$ cat src/design/kmio_pkg.sv
// shared types, codes and constants for the key matrix i/o ports block
package kmio_pkg;

  localparam logic       OP_READ  = 1'b0;
  localparam logic       OP_WRITE = 1'b1;

  localparam logic [1:0] PORT_A   = 2'd0;
  localparam logic [1:0] PORT_B   = 2'd1;
  localparam logic [1:0] PORT_C   = 2'd2;
  localparam logic [1:0] PORT_NONE = 2'd3;

  // joystick bit positions
  localparam int JOY_UP    = 0;
  localparam int JOY_DOWN  = 1;
  localparam int JOY_LEFT  = 2;
  localparam int JOY_RIGHT = 3;
  localparam int JOY_TRIG1 = 4;
  localparam int JOY_TRIG2 = 5;

  // key bit positions
  localparam int KEY_DIGITS = 10;
  localparam int KEY_CLEAR  = 10;
  localparam int KEY_ENTER  = 11;
  localparam int KEY_PAUSE  = 12;

  localparam logic [7:0] SCAN_RESET    = 8'hff;
  localparam logic [7:0] CONTROL_RESET = 8'h00;
  localparam logic [7:0] IDLE_BYTE     = 8'hff;
  localparam logic [7:0] BANK_MASK     = 8'h60;
  localparam logic [7:0] SOUND_MASK    = 8'h08;
  localparam logic [7:0] C_READ_MASK   = 8'h78;
  localparam logic [7:0] C_READ_FIXED  = 8'h82;

  typedef struct packed {
    logic        op;
    logic [1:0]  port;
    logic [7:0]  write_data;
    logic [12:0] key_levels;
    logic [5:0]  joy_player1;
    logic [5:0]  joy_player2;
  } in_item_t;

  typedef struct packed {
    logic [7:0] read_data;
    logic       bank_notify;
    logic       sound_notify;
    logic [7:0] port_c_level;
  } out_item_t;

endpackage

$ cat src/design/key_matrix_io_ports_top.sv
// top level of the key matrix i/o ports block
//
// Each input transfer is one port access (read or write of port a, b or c)
// with the current key and joystick levels; each yields exactly one result
// transfer with the byte read, the bank and sound notify bits and the port c
// level after the access.
// Both channels use valid/ready. An accepted item is held in the input
// register, is decoded against the port latches and lands in the result
// register, from which the result is offered. Throughput is one access per
// cycle unless the receiver stalls: the latches update as an item moves
// into the result register, so the next item sees them at once.
// When the receiver stalls, the result register holds and the input register
// fills; in_ready drops only while both are full and out_ready is low.
// Synchronous reset sets scan_select to all ones and the control latch to
// zero, and empties both registers.
module key_matrix_io_ports_top (
  input  logic                clk,
  input  logic                rst_n,
  input  logic                in_valid,
  output logic                in_ready,
  input  kmio_pkg::in_item_t  in_data,
  output logic                out_valid,
  input  logic                out_ready,
  output kmio_pkg::out_item_t out_data
);
  import kmio_pkg::*;

  logic      s1_valid_r;
  in_item_t  s1_item_r;
  logic      out_valid_r;
  out_item_t out_item_r;
  out_item_t result;
  logic      advance;

  assign advance  = s1_valid_r && (!out_valid_r || out_ready);
  assign in_ready = !s1_valid_r || advance;

  kmio_access u_access (
    .clk    (clk),
    .rst_n  (rst_n),
    .step   (advance),
    .item   (s1_item_r),
    .result (result)
  );

  always_ff @(posedge clk) begin
    if (!rst_n) begin
      s1_valid_r  <= 1'b0;
      out_valid_r <= 1'b0;
    end else begin
      if (in_ready) s1_valid_r <= in_valid;
      if (advance) out_valid_r <= 1'b1;
      else if (out_ready) out_valid_r <= 1'b0;
    end
  end

  always_ff @(posedge clk) begin
    if (in_ready && in_valid) s1_item_r <= in_data;
    if (advance) out_item_r <= result;
  end

  assign out_valid = out_valid_r;
  assign out_data  = out_item_r;

  // both stages drain whenever the receiver takes
  a_ready_follows: assert property (@(posedge clk) disable iff (!rst_n)
    out_ready |-> in_ready)
    else $error("in_ready low while out_ready high");

  a_bank_on_write: assert property (@(posedge clk) disable iff (!rst_n)
    (out_valid && out_data.bank_notify) |-> (out_data.read_data == IDLE_BYTE))
    else $error("bank notify on a read");

  a_sound_on_write: assert property (@(posedge clk) disable iff (!rst_n)
    (out_valid && out_data.sound_notify) |-> (out_data.read_data == IDLE_BYTE))
    else $error("sound notify on a read");

  a_empty_after_reset: assert property (@(posedge clk)
    $past(!rst_n) |-> (!out_valid && in_ready))
    else $error("pipeline not empty after reset");

endmodule

$ cat src/design/kmio_matrix.sv
// port b return lines of the keypad and joystick matrix, active low
module kmio_matrix (
  input  logic [7:0]  scan_select,
  input  logic [12:0] key_levels,
  input  logic [5:0]  joy_player1,
  input  logic [5:0]  joy_player2,
  output logic [7:0]  matrix_data
);
  import kmio_pkg::*;

  logic       row0;
  logic       row1;
  logic [5:0] joy_hit;
  logic       even_hit;
  logic       odd_hit;

  assign row0 = ~scan_select[0];
  assign row1 = ~scan_select[1];

  assign joy_hit[0] = (row0 & joy_player1[JOY_LEFT])  | (row1 & joy_player1[JOY_DOWN]);
  assign joy_hit[1] = (row0 & joy_player1[JOY_UP])    | (row1 & joy_player1[JOY_RIGHT]);
  assign joy_hit[2] = (row0 & joy_player1[JOY_TRIG1]) | (row1 & joy_player1[JOY_TRIG2]);
  assign joy_hit[3] = (row0 & joy_player2[JOY_LEFT])  | (row1 & joy_player2[JOY_DOWN]);
  assign joy_hit[4] = (row0 & joy_player2[JOY_UP])    | (row1 & joy_player2[JOY_RIGHT]);
  assign joy_hit[5] = (row0 & joy_player2[JOY_TRIG1]) | (row1 & joy_player2[JOY_TRIG2]);

  // digit pairs on scan lines 2..6, clear and enter on scan line 7
  always_comb begin
    even_hit = ~scan_select[7] & key_levels[KEY_CLEAR];
    odd_hit  = ~scan_select[7] & key_levels[KEY_ENTER];
    for (int k = 0; k < KEY_DIGITS / 2; k++) begin
      even_hit = even_hit | (~scan_select[k + 2] & key_levels[2 * k]);
      odd_hit  = odd_hit  | (~scan_select[k + 2] & key_levels[2 * k + 1]);
    end
  end

  assign matrix_data = ~{odd_hit, even_hit, joy_hit};

endmodule

$ cat src/design/kmio_access.sv
// port latches and access decode for one transfer
module kmio_access (
  input  logic                clk,
  input  logic                rst_n,
  input  logic                step,
  input  kmio_pkg::in_item_t  item,
  output kmio_pkg::out_item_t result
);
  import kmio_pkg::*;

  logic [7:0] scan_select_r;
  logic [7:0] scan_select_nxt;
  logic [7:0] control_port_r;
  logic [7:0] control_port_nxt;
  logic [7:0] matrix_data;
  logic [7:0] c_read;

  kmio_matrix u_matrix (
    .scan_select (scan_select_r),
    .key_levels  (item.key_levels),
    .joy_player1 (item.joy_player1),
    .joy_player2 (item.joy_player2),
    .matrix_data (matrix_data)
  );

  assign c_read = (control_port_r & C_READ_MASK) | C_READ_FIXED
                | {7'd0, ~item.key_levels[KEY_PAUSE]};

  always_comb begin
    scan_select_nxt     = scan_select_r;
    control_port_nxt    = control_port_r;
    result.read_data    = IDLE_BYTE;
    result.bank_notify  = 1'b0;
    result.sound_notify = 1'b0;
    if (item.op == OP_WRITE) begin
      unique case (item.port)
        PORT_A: scan_select_nxt = item.write_data;
        PORT_C: begin
          result.bank_notify  = (item.write_data & BANK_MASK) != (control_port_r & BANK_MASK);
          result.sound_notify = (item.write_data & SOUND_MASK) != (control_port_r & SOUND_MASK);
          control_port_nxt    = item.write_data;
        end
        default: ;
      endcase
    end else begin
      unique case (item.port)
        PORT_A:  result.read_data = scan_select_r;
        PORT_B:  result.read_data = matrix_data;
        PORT_C:  result.read_data = c_read;
        default: result.read_data = IDLE_BYTE;
      endcase
    end
    result.port_c_level = control_port_nxt;
  end

  always_ff @(posedge clk) begin
    if (!rst_n) begin
      scan_select_r  <= SCAN_RESET;
      control_port_r <= CONTROL_RESET;
    end else if (step) begin
      scan_select_r  <= scan_select_nxt;
      control_port_r <= control_port_nxt;
    end
  end

endmodule

$ cat config.mk
export PLATFORM = sky130hd
export DESIGN_NAME = key_matrix_io_ports_top
export DESIGN_NICKNAME = d
export VERILOG_FILES = /design/src/design/kmio_pkg.sv /design/src/design/key_matrix_io_ports_top.sv /design/src/design/kmio_matrix.sv /design/src/design/kmio_access.sv
export SDC_FILE = /design/constraint.sdc
export NUM_CORES = 1
export LEC_CHECK = 0
export CAP_MARGIN = 15
export CORE_MARGIN = 4
export CORE_UTILIZATION = 64
export CTS_CLUSTER_SIZE = 16
export DETAILED_ROUTE_END_ITERATION = 8
export DONT_BUFFER_PORTS = 1
export PLACE_DENSITY = 0.82
export SKIP_LAST_GASP = 1
export SYNTH_ARGS = -nofsm -noshare
export SYNTH_HDL_FRONTEND = slang
export SYNTH_SLANG_ARGS = --single-unit
export TNS_END_PERCENT = 1
$ cat constraint.sdc
create_clock -name clk -period 4.55 [get_ports clk]
set_clock_uncertainty 0.2 [all_clocks]
set_input_delay 0.6825 -clock clk [delete_from_list [all_inputs] [get_ports clk]]
set_output_delay 0.6825 -clock clk [all_outputs]
set_load 0.1 [all_outputs]
# Yosys cells after proc, flatten, opt, wreduce, memory -nomap -nowiden

Cells that the tools add are included.

Register bits: 72

Reductions and logical operators: 10
Equality and inequality tests: 4
Bitwise gates (word level): 51
Multiplexer cells: 5

Operators by type and width:

| kind                 | count |
|---|---|
| $and A1 B1 Y1        | 24 |
| $pmux W8 S3          | 1 |
| $mux W8              | 2 |
| $or A1 B1 Y1         | 16 |
| $not A1 Y1           | 9 |
| $not A8 Y8           | 1 |
| $or A8 B1 Y8         | 1 |
| $reduce_and A3 Y1    | 1 |
| $eq A2 B1 Y1 const B | 1 |
| $eq A2 B2 Y1 const B | 1 |
| $logic_and A1 B1 Y1  | 2 |
| $logic_not A1 Y1     | 2 |
| $logic_not A2 Y1     | 1 |
| $logic_or A1 B1 Y1   | 2 |
| $mux W1              | 2 |
| $ne A2 B2 Y1         | 1 |
| $reduce_and A2 Y1    | 1 |
| $reduce_bool A2 Y1   | 1 |
| $ne A1 B1 Y1         | 1 |

# Logic depth before layout (Yosys ltp)

Gate-level depths: netlist of run 1.

Word-level depth: 9
Gate-level depth with buffers: 5
Mapped depth without buffers: 3

# By module

From an unflattened synthesis of run 1, not the netlist that was laid out.

Cells, all modules: 207
Area total of the unflattened synthesis: 2912.8 sq um

Modules (own cells, without submodules):

| module                  | instances | cells each | area an instance (sq um) |
|---|---|---|---|
| key_matrix_io_ports_top | 1         | 63         | 1725.4 |
| kmio_access             | 1         | 116        | 1032.2 |
| kmio_matrix             | 1         | 28         | 155.1 |

# Worst setup path after synthesis of run 1

No wires, ideal clock.

Kind: flip-flop to flip-flop
Start point: register out_valid_r, in the netlist out_valid
End point: register s1_item_r[0] in the netlist's numbering, enable pin
Required time: 3.926 ns
Data arrival time: 2.650 ns
Clock period less this slack: 3.275 ns
Stages on the path, launching flop included: 4
Setup time: 0.424 ns
Path buffers: 0
Path slack: 1.275 ns
Cells stage by stage: dfxtp_1 nor2b_4 nand2_1 and2_1

Cells in the longest elaborated chain, start to end: 5

Ends and longest elaborated chain:

| element                  | RTL line                      | RTL |
|---|---|---|
| start: declaration       | key_matrix_io_ports_top.sv:30 | `logic out_valid_r;` |
| start signal: assignment | key_matrix_io_ports_top.sv:49 | `out_valid_r <= 1'b0;` |
| start signal: assignment | key_matrix_io_ports_top.sv:52 | `if (advance) out_valid_r <= 1'b1;` |
| start signal: assignment | key_matrix_io_ports_top.sv:53 | `else if (out_ready) out_valid_r <= 1'b0;` |
| $logic_not A1 Y1         | key_matrix_io_ports_top.sv:35 | `assign advance = s1_valid_r && (!out_valid_r \|\| out_ready);` |
| $logic_or A1 B1 Y1       | key_matrix_io_ports_top.sv:35 |  |
| $logic_and A1 B1 Y1      | key_matrix_io_ports_top.sv:35 |  |
| $logic_or A1 B1 Y1       | key_matrix_io_ports_top.sv:36 | `assign in_ready = !s1_valid_r \|\| advance;` |
| via in_ready             | key_matrix_io_ports_top.sv:20 | `output logic in_ready,` |
| $logic_and A1 B1 Y1      | key_matrix_io_ports_top.sv:58 | `if (in_ready && in_valid) s1_item_r <= in_data;` |
| end signal: assignment   | key_matrix_io_ports_top.sv:58 |  |
| end: declaration         | key_matrix_io_ports_top.sv:29 | `in_item_t s1_item_r;` |

The timed path passes the listed nets, and every way through them passes these cells.
A chain may end at the register's enable or synchronous reset.

# Final worst setup path of run 1

Start point: register out_valid_r, in the netlist out_valid
End point: output port in_ready

Cells in the longest elaborated chain, start to end: 4

Ends and longest elaborated chain:

| element             | RTL line |
|---|---|
| $logic_not A1 Y1    | key_matrix_io_ports_top.sv:35 |
| $logic_or A1 B1 Y1  | key_matrix_io_ports_top.sv:35 |
| $logic_and A1 B1 Y1 | key_matrix_io_ports_top.sv:35 |
| $logic_or A1 B1 Y1  | key_matrix_io_ports_top.sv:36 |
| end: declaration    | key_matrix_io_ports_top.sv:20 |

No other way between the ends.

==> summary.txt, run 1 <==
Status
  • Status: finished, final reports clean

Synthesis
  • Post-Syn Area: 2930 um^2
  • Yosys warnings: 0
  • Synth Register Bits: 72
  • Synthesized instance count: 211
  • Synth area leader: edfxtp_1
  • Register area share after synthesis: 0.677
  • Syn avg cell area: 13.9 um^2
  • Syn_nets: 251
  • Yosys top cell area share: 0.554
  • Netlist cell types: 32
  • Synth top area cells: edfxtp_1 (55%), dfxtp_1 (12%), mux2i_1 (5.5%), nor2b_1 (4.7%), mux2_4 (4.1%)

Setup path
  • CP Launch Type: flop
  • RR Endpoint: s1_item_r[30]
  • Worst R2R Setup Slack: 1.86 ns
  • Max Fanout on Critical Path: 6
  • Reg2reg path depth: 5
  • WP data required: 3.67 ns
  • CP endpoint kind: primary output
  • RR Startpoint: out_valid
  • Crit path kind: flop to primary output
  • Arrival @ worst endpoint: 1.82 ns

STA
  • Final period util: 0.594
  • RSZ-0062 raised after global routing: false
  • Fmax: 370 MHz
  • Worst-margin pin slew: 0.920 ns
  • Final min period: 2.70 ns
  • Final setup fails: 0
  • Relative slew slack: 0.388
  • Max-slew violations: 0
  • Final setup TNS: 0 ns
  • Final hold violations: 0

CTS
  • Sink Count: 72
  • CTS root buf: clkbuf_8
  • Max clock buf depth: 2
  • CTS Buf Count: 9
  • Clock Pin Slew Worst Setup and Hold Paths: 0.08 ns
  • Clock latency on the worst-skew pair: 0.35 ns
  • Setup repair bufs after CTS: 0
  • TritonCTS clock tree: done
  • Post-cts sizing count: 0
  • Cts hold-fix bufs: 0
  • H-tree lvl count: 3

Global route
  • Global-route wire length before repair: 7.45 mm
  • All-Layer GR Usage: 0.189
  • Vias in the first global route: 1540
  • Initial antenna violation count: 0
  • GR Overflow Total: 0
  • Largest net degree at the start of global routing: 37

Placed design
  • RePlAce Congestion: 0.835
  • Dpl cells: 258
  • Post-DP HPWL: 3.33 mm
  • Area post-placement: 2960 um^2
  • Port buffer count: 0

Floorplanning
  • Row cnt: 24
  • Core area: 4380 um^2
  • Die area: 5720 um^2
  • IO Pins: 60
  • Initial Util: 0.668
  • Die Y: 75.6 um
  • DIE WIDTH: 75.6 um

Route
  • First-iteration detailed-routing DRC count: 85
  • Via/cell ratio: 5.78
  • Routed Antenna Nets: 0
  • Final WL: 4.76 mm
  • DRT Pass-1 Iters: 4
  • Wire per inst: 17.4 um
  • Vias: 1585
  • DRC viols: 0

Final layout
  • Post-route insts no fill: 274
  • Share of layout cells above drive strength 1: 0.131
  • Most frequent cells in the layout: edfxtp_1 (54), nor2b_1 (22), nand2_1 (22)
  • # diodes: 0
  • Commonest non-fill, non-tap cell in the layout: edfxtp_1
  • Final Cell Area: 3130 um^2
  • Nets: 257
  • Area Growth Syn to Fin: 7.01%

Hold path
  • Worst Hold Launch: in_data[27]
  • Hold crit path type: input pin to flop
  • Hold Path Cell Cnt: 0
  • WHS Endpoint: s1_item_r[27]

Job
  • Max_cap viols: 0

Power
  • Peak supply drop: 0.000310 V
  • Power per cell area: 411 nW/um^2
  • Leak: 0.00110 uW
## synth_stat cells (all sizes together)
library cell / number
a21boi: 2
a21oi: 5
a311o: 1
a31oi: 3
and2: 1
and4b: 1
buf: 5
clkbuf: 3
dfxtp: 18
edfxtp: 54
inv: 17
mux2: 8
mux2i: 16
nand2: 22
nand2b: 6
nand3b: 2
nor2: 3
nor2b: 23
nor3: 3
nor3b: 1
o2111ai: 1
o21a: 1
o21ai: 1
o21bai: 1
o221ai: 4
o22ai: 4
o311ai: 1
o31ai: 1
xnor2: 3
## through the flow
| stage | worst slack (ns) | power (uW) | utilization | hold WS (ns) |
|---|---|---|---|---|
| after CTS | 1.83 | 1300 | 0.714 | 0.210 |
| after floorplan | 1.28 | 861 | - | 0.234 |
| after global placement | 1.95 | 870 | 0.675 | 0.243 |
| after global routing | 1.75 | 1340 | 0.714 | 0.198 |
| after detailed placement | 1.88 | 873 | 0.675 | 0.258 |
| final | 1.85 | 1290 | 0.714 | 0.226 |
## critical path, stage by stage, from the launching register on
cell     delay (ns)
dfxtp_1        0.32
buf_4          0.29
nor2b_4        0.28
nand2_1        0.59
## registers in the layout, indices dropped and copies added, names as in the netlist
signal,cells
u_access.control_port_r,8
out_valid,1
u_access.scan_select_r,8
s1_valid_r,1
out_data,18
s1_item_r,36
## how the worst max path moves through the flow
stage	start	endpoint	slack (ns)
global placement	out_valid	s1_item_r[13]	1.95
finish	out_valid	in_ready	1.85
CTS	out_valid	in_ready	1.83
detailed placement	out_valid	s1_item_r[13]	1.88
floorplan	out_valid	s1_item_r[0]	1.28
global route	out_valid	in_ready	1.75
## cells by family after synthesis
kind of cell / synth area share
multiplexers: 0.0958
buffers and inverters: 0.0406
flip-flops: 0.677
AND/OR/NAND/NOR: 0.118
AO/OA/AOI/OAI: 0.0594
XOR/XNOR: 0.00898
## where the power goes
part / internal [uW] / switching (uW) / total, uW / leakage [uW]
Clock: 199 / 229 / 428 / 0.0000789
Sequential: 739 / 65.0 / 804 / 0.000652
Combinational: 22.5 / 31.9 / 54.4 / 0.000374
Total: 960 / 326 / 1290 / 0.00110
## cell type report
class | instances | area [um^2]
Fill cell | 296 | 1250
Inverter | 17 | 63.8
Clock inverter | 6 | 45.0
Clock buffer | 10 | 128
Sequential cell | 72 | 1980
Tap cell | 52 | 65.1
Timing Repair Buffer | 3 | 22.5
Multi-Input combinational cell | 114 | 826
## routing by layer
layer  wire [um]  share of wire  global-route usage  up-vias
li1            -              -                   -      758
met1        1920           0.40               0.220      755
met2        2420           0.51               0.299       65
met3         346          0.073              0.0963        7
met4          86          0.018              0.0738        0
met5           0              0                   0        -
Power figures use the tool's default switching activity.
==> inputs of run 2 (changes only) <==
ABC_AREA = 1   (was unset)
CORE_UTILIZATION = 55   (was 64)
PLACE_DENSITY = 0.75   (was 0.82)
clock period = 2.3 ns   (was 4.55 ns; I/O delays follow)
==> summary.txt, run 2 <==
Status
  • Status: finished, final reports clean

STA
  • Worst-margin pin slew: 0.502 ns
  • Max-slew violations: 0
  • RSZ-0062 raised after global routing: false
  • Relative slew slack: 0.664
  • Fmax: 551 MHz
  • Final setup TNS: 0 ns
  • Final min period: 1.81 ns
  • Final hold violations: 0
  • Final setup fails: 0
  • Final period util: 0.789

Synthesis
  • Synth Register Bits: 72
  • Register area share after synthesis: 0.722
  • Yosys top cell area share: 0.590
  • Fraction of registers with async set or reset after synthesis: 0
  • EDFF count, synth: 54
  • Synth top area cells: edfxtp_1 (59%), dfxtp_1 (13%), nand2_1 (11%), inv_1 (3.6%), nand3_1 (2.7%)
  • Post-synth top flop: edfxtp_1
  • Yosys warnings: 0
  • Syn avg cell area: 11.1 um^2
  • Top cells by count, synth: nand2_1 (79), edfxtp_1 (54), inv_1 (26)
  • Post-Syn Area: 2750 um^2
  • Netlist cell types: 20
  • Synth area leader: edfxtp_1
  • Count leader, synth: nand2_1
  • Syn_nets: 288
  • Synthesized instance count: 248

Floorplanning
  • Die Y: 78.7 um
  • IO Pins: 60
  • Die area: 6190 um^2
  • Core area: 4790 um^2
  • Row cnt: 25
  • Initial Util: 0.574
  • DIE WIDTH: 78.7 um

CTS
  • CTS Buf Count: 9
  • Sink Count: 72
  • Post-cts sizing count: 0
  • CTS root buf: clkbuf_8
  • Clock Pin Slew Worst Setup and Hold Paths: 0.07 ns
  • H-tree lvl count: 3
  • Clock latency on the worst-skew pair: 0.35 ns
  • Max clock buf depth: 2
  • TritonCTS clock tree: done

Placed design
  • Area post-placement: 3030 um^2
  • RePlAce Congestion: 0.825
  • Port buffer count: 0
  • Post-DP HPWL: 3.73 mm

Route
  • DRC viols: 0
  • Via/cell ratio: 5.19
  • Routed Antenna Nets: 0
  • DRT Pass-1 Iters: 7
  • First-iteration detailed-routing DRC count: 169
  • Wire per inst: 16.2 um
  • Vias: 2017
  • Final WL: 6.29 mm

Final layout
  • Largest Register: s1_item_r
  • Share of layout cells above drive strength 1: 0.137
  • Area Growth Syn to Fin: 30.5%
  • Final Cell Area: 3580 um^2
  • # diodes: 0
  • Fill cell count: 317
  • Final Core Density: 0.749
  • Most frequent cells in the layout: nand2_1 (79), edfxtp_1 (54), dlygate4sd3_1 (37)
  • Max FFs per register: 36
  • Nets: 357
  • Commonest non-fill, non-tap cell in the layout: nand2_1

Global route
  • Global-route wire length before repair: 10.1 mm
  • Vias in the first global route: 2065
  • Largest net degree at the start of global routing: 37
  • GR Overflow Total: 0
  • All-Layer GR Usage: 0.226
  • Initial antenna violation count: 0

Setup path
  • Crit path kind: flop to flop
  • WP data required: 2.31 ns
  • Max Fanout on Critical Path: 9
  • CP Launch Type: flop
  • Arrival @ worst endpoint: 1.83 ns
  • CP endpoint kind: flop

Job
  • Max_cap viols: 0

Hold path
  • Hold crit path type: input pin to flop

Power
  • Leak: 0.00152 uW
  • Peak supply drop: 0.000572 V
  • Power per cell area: 775 nW/um^2
## run 2: worst max-delay path: stages, from the launching register on
cell,delay [ns]
dfxtp_4,0.37
nand2_1,0.07
nand2_1,0.08
clkinv_1,0.37
nand3_2,0.31
inv_2,0.12
nand2_1,0.09
nand3_1,0.08
## run 2: through the flow
step | hold WS [ns] | cells | setup WS [ns] | power, uW
floorplan | 0.242 | 248 | 0.0664 | 1740
finish | 0.0338 | 389 | 0.486 | 2780
global placement | 0.231 | 336 | 0.537 | 1790
global route | 0.0288 | 389 | 0.363 | 2880
detailed placement | 0.234 | 336 | 0.447 | 1800
CTS | 0.0223 | 389 | 0.527 | 2780
## run 2: worst paths after layout
path | startpoint | endpoint | slack (ns) | cells after the start
hold / removal | in_valid | s1_valid_r | 0.03 | 2
setup reg to reg | out_valid | u_access.scan_select_r[3] | 0.49 | 7
hold reg to reg | u_access.scan_select_r[5] | u_access.scan_select_r[5] | 0.30 | 2
setup / recovery | out_valid | u_access.scan_select_r[3] | 0.49 | 7
## run 2: final cells by class
cell class | instances | area (um^2) | area share
flip-flops and latches | 72 | 1990 | 0.554
inverters | 29 | 113 | 0.0314
repair buffers | 60 | 556 | 0.155
well taps | 67 | 83.8 | 0.0234
clock inverters | 6 | 58.8 | 0.0164
multi-input cells | 145 | 659 | 0.184
clock buffers | 10 | 128 | 0.0356
## run 2: cells by family after synthesis
kind of cell	synth area share
buffers and inverters	0.0428
flip-flops	0.722
AND/OR/NAND/NOR	0.170
XOR/XNOR	0.00957
AO/OA/AOI/OAI	0.0556
## run 2: repair_timing
action                    in CTS  in global routing
hold endpoints to repair      44                  0
buffers inserted               0                  0
hold buffers                  37                  0
## run 2: power by group
part	total, uW	internal, uW	switching [uW]
Sequential	1510	1470	34.7
Clock	945	495	450
Combinational	325	102	223
## run 2: layer usage
layer,track usage,vias up,routed length [um]
li1,-,964,-
met1,0.237,937,2330
met3,0.0849,12,524
met4,0.0839,0,134
met2,0.407,104,3300
met5,0,-,0
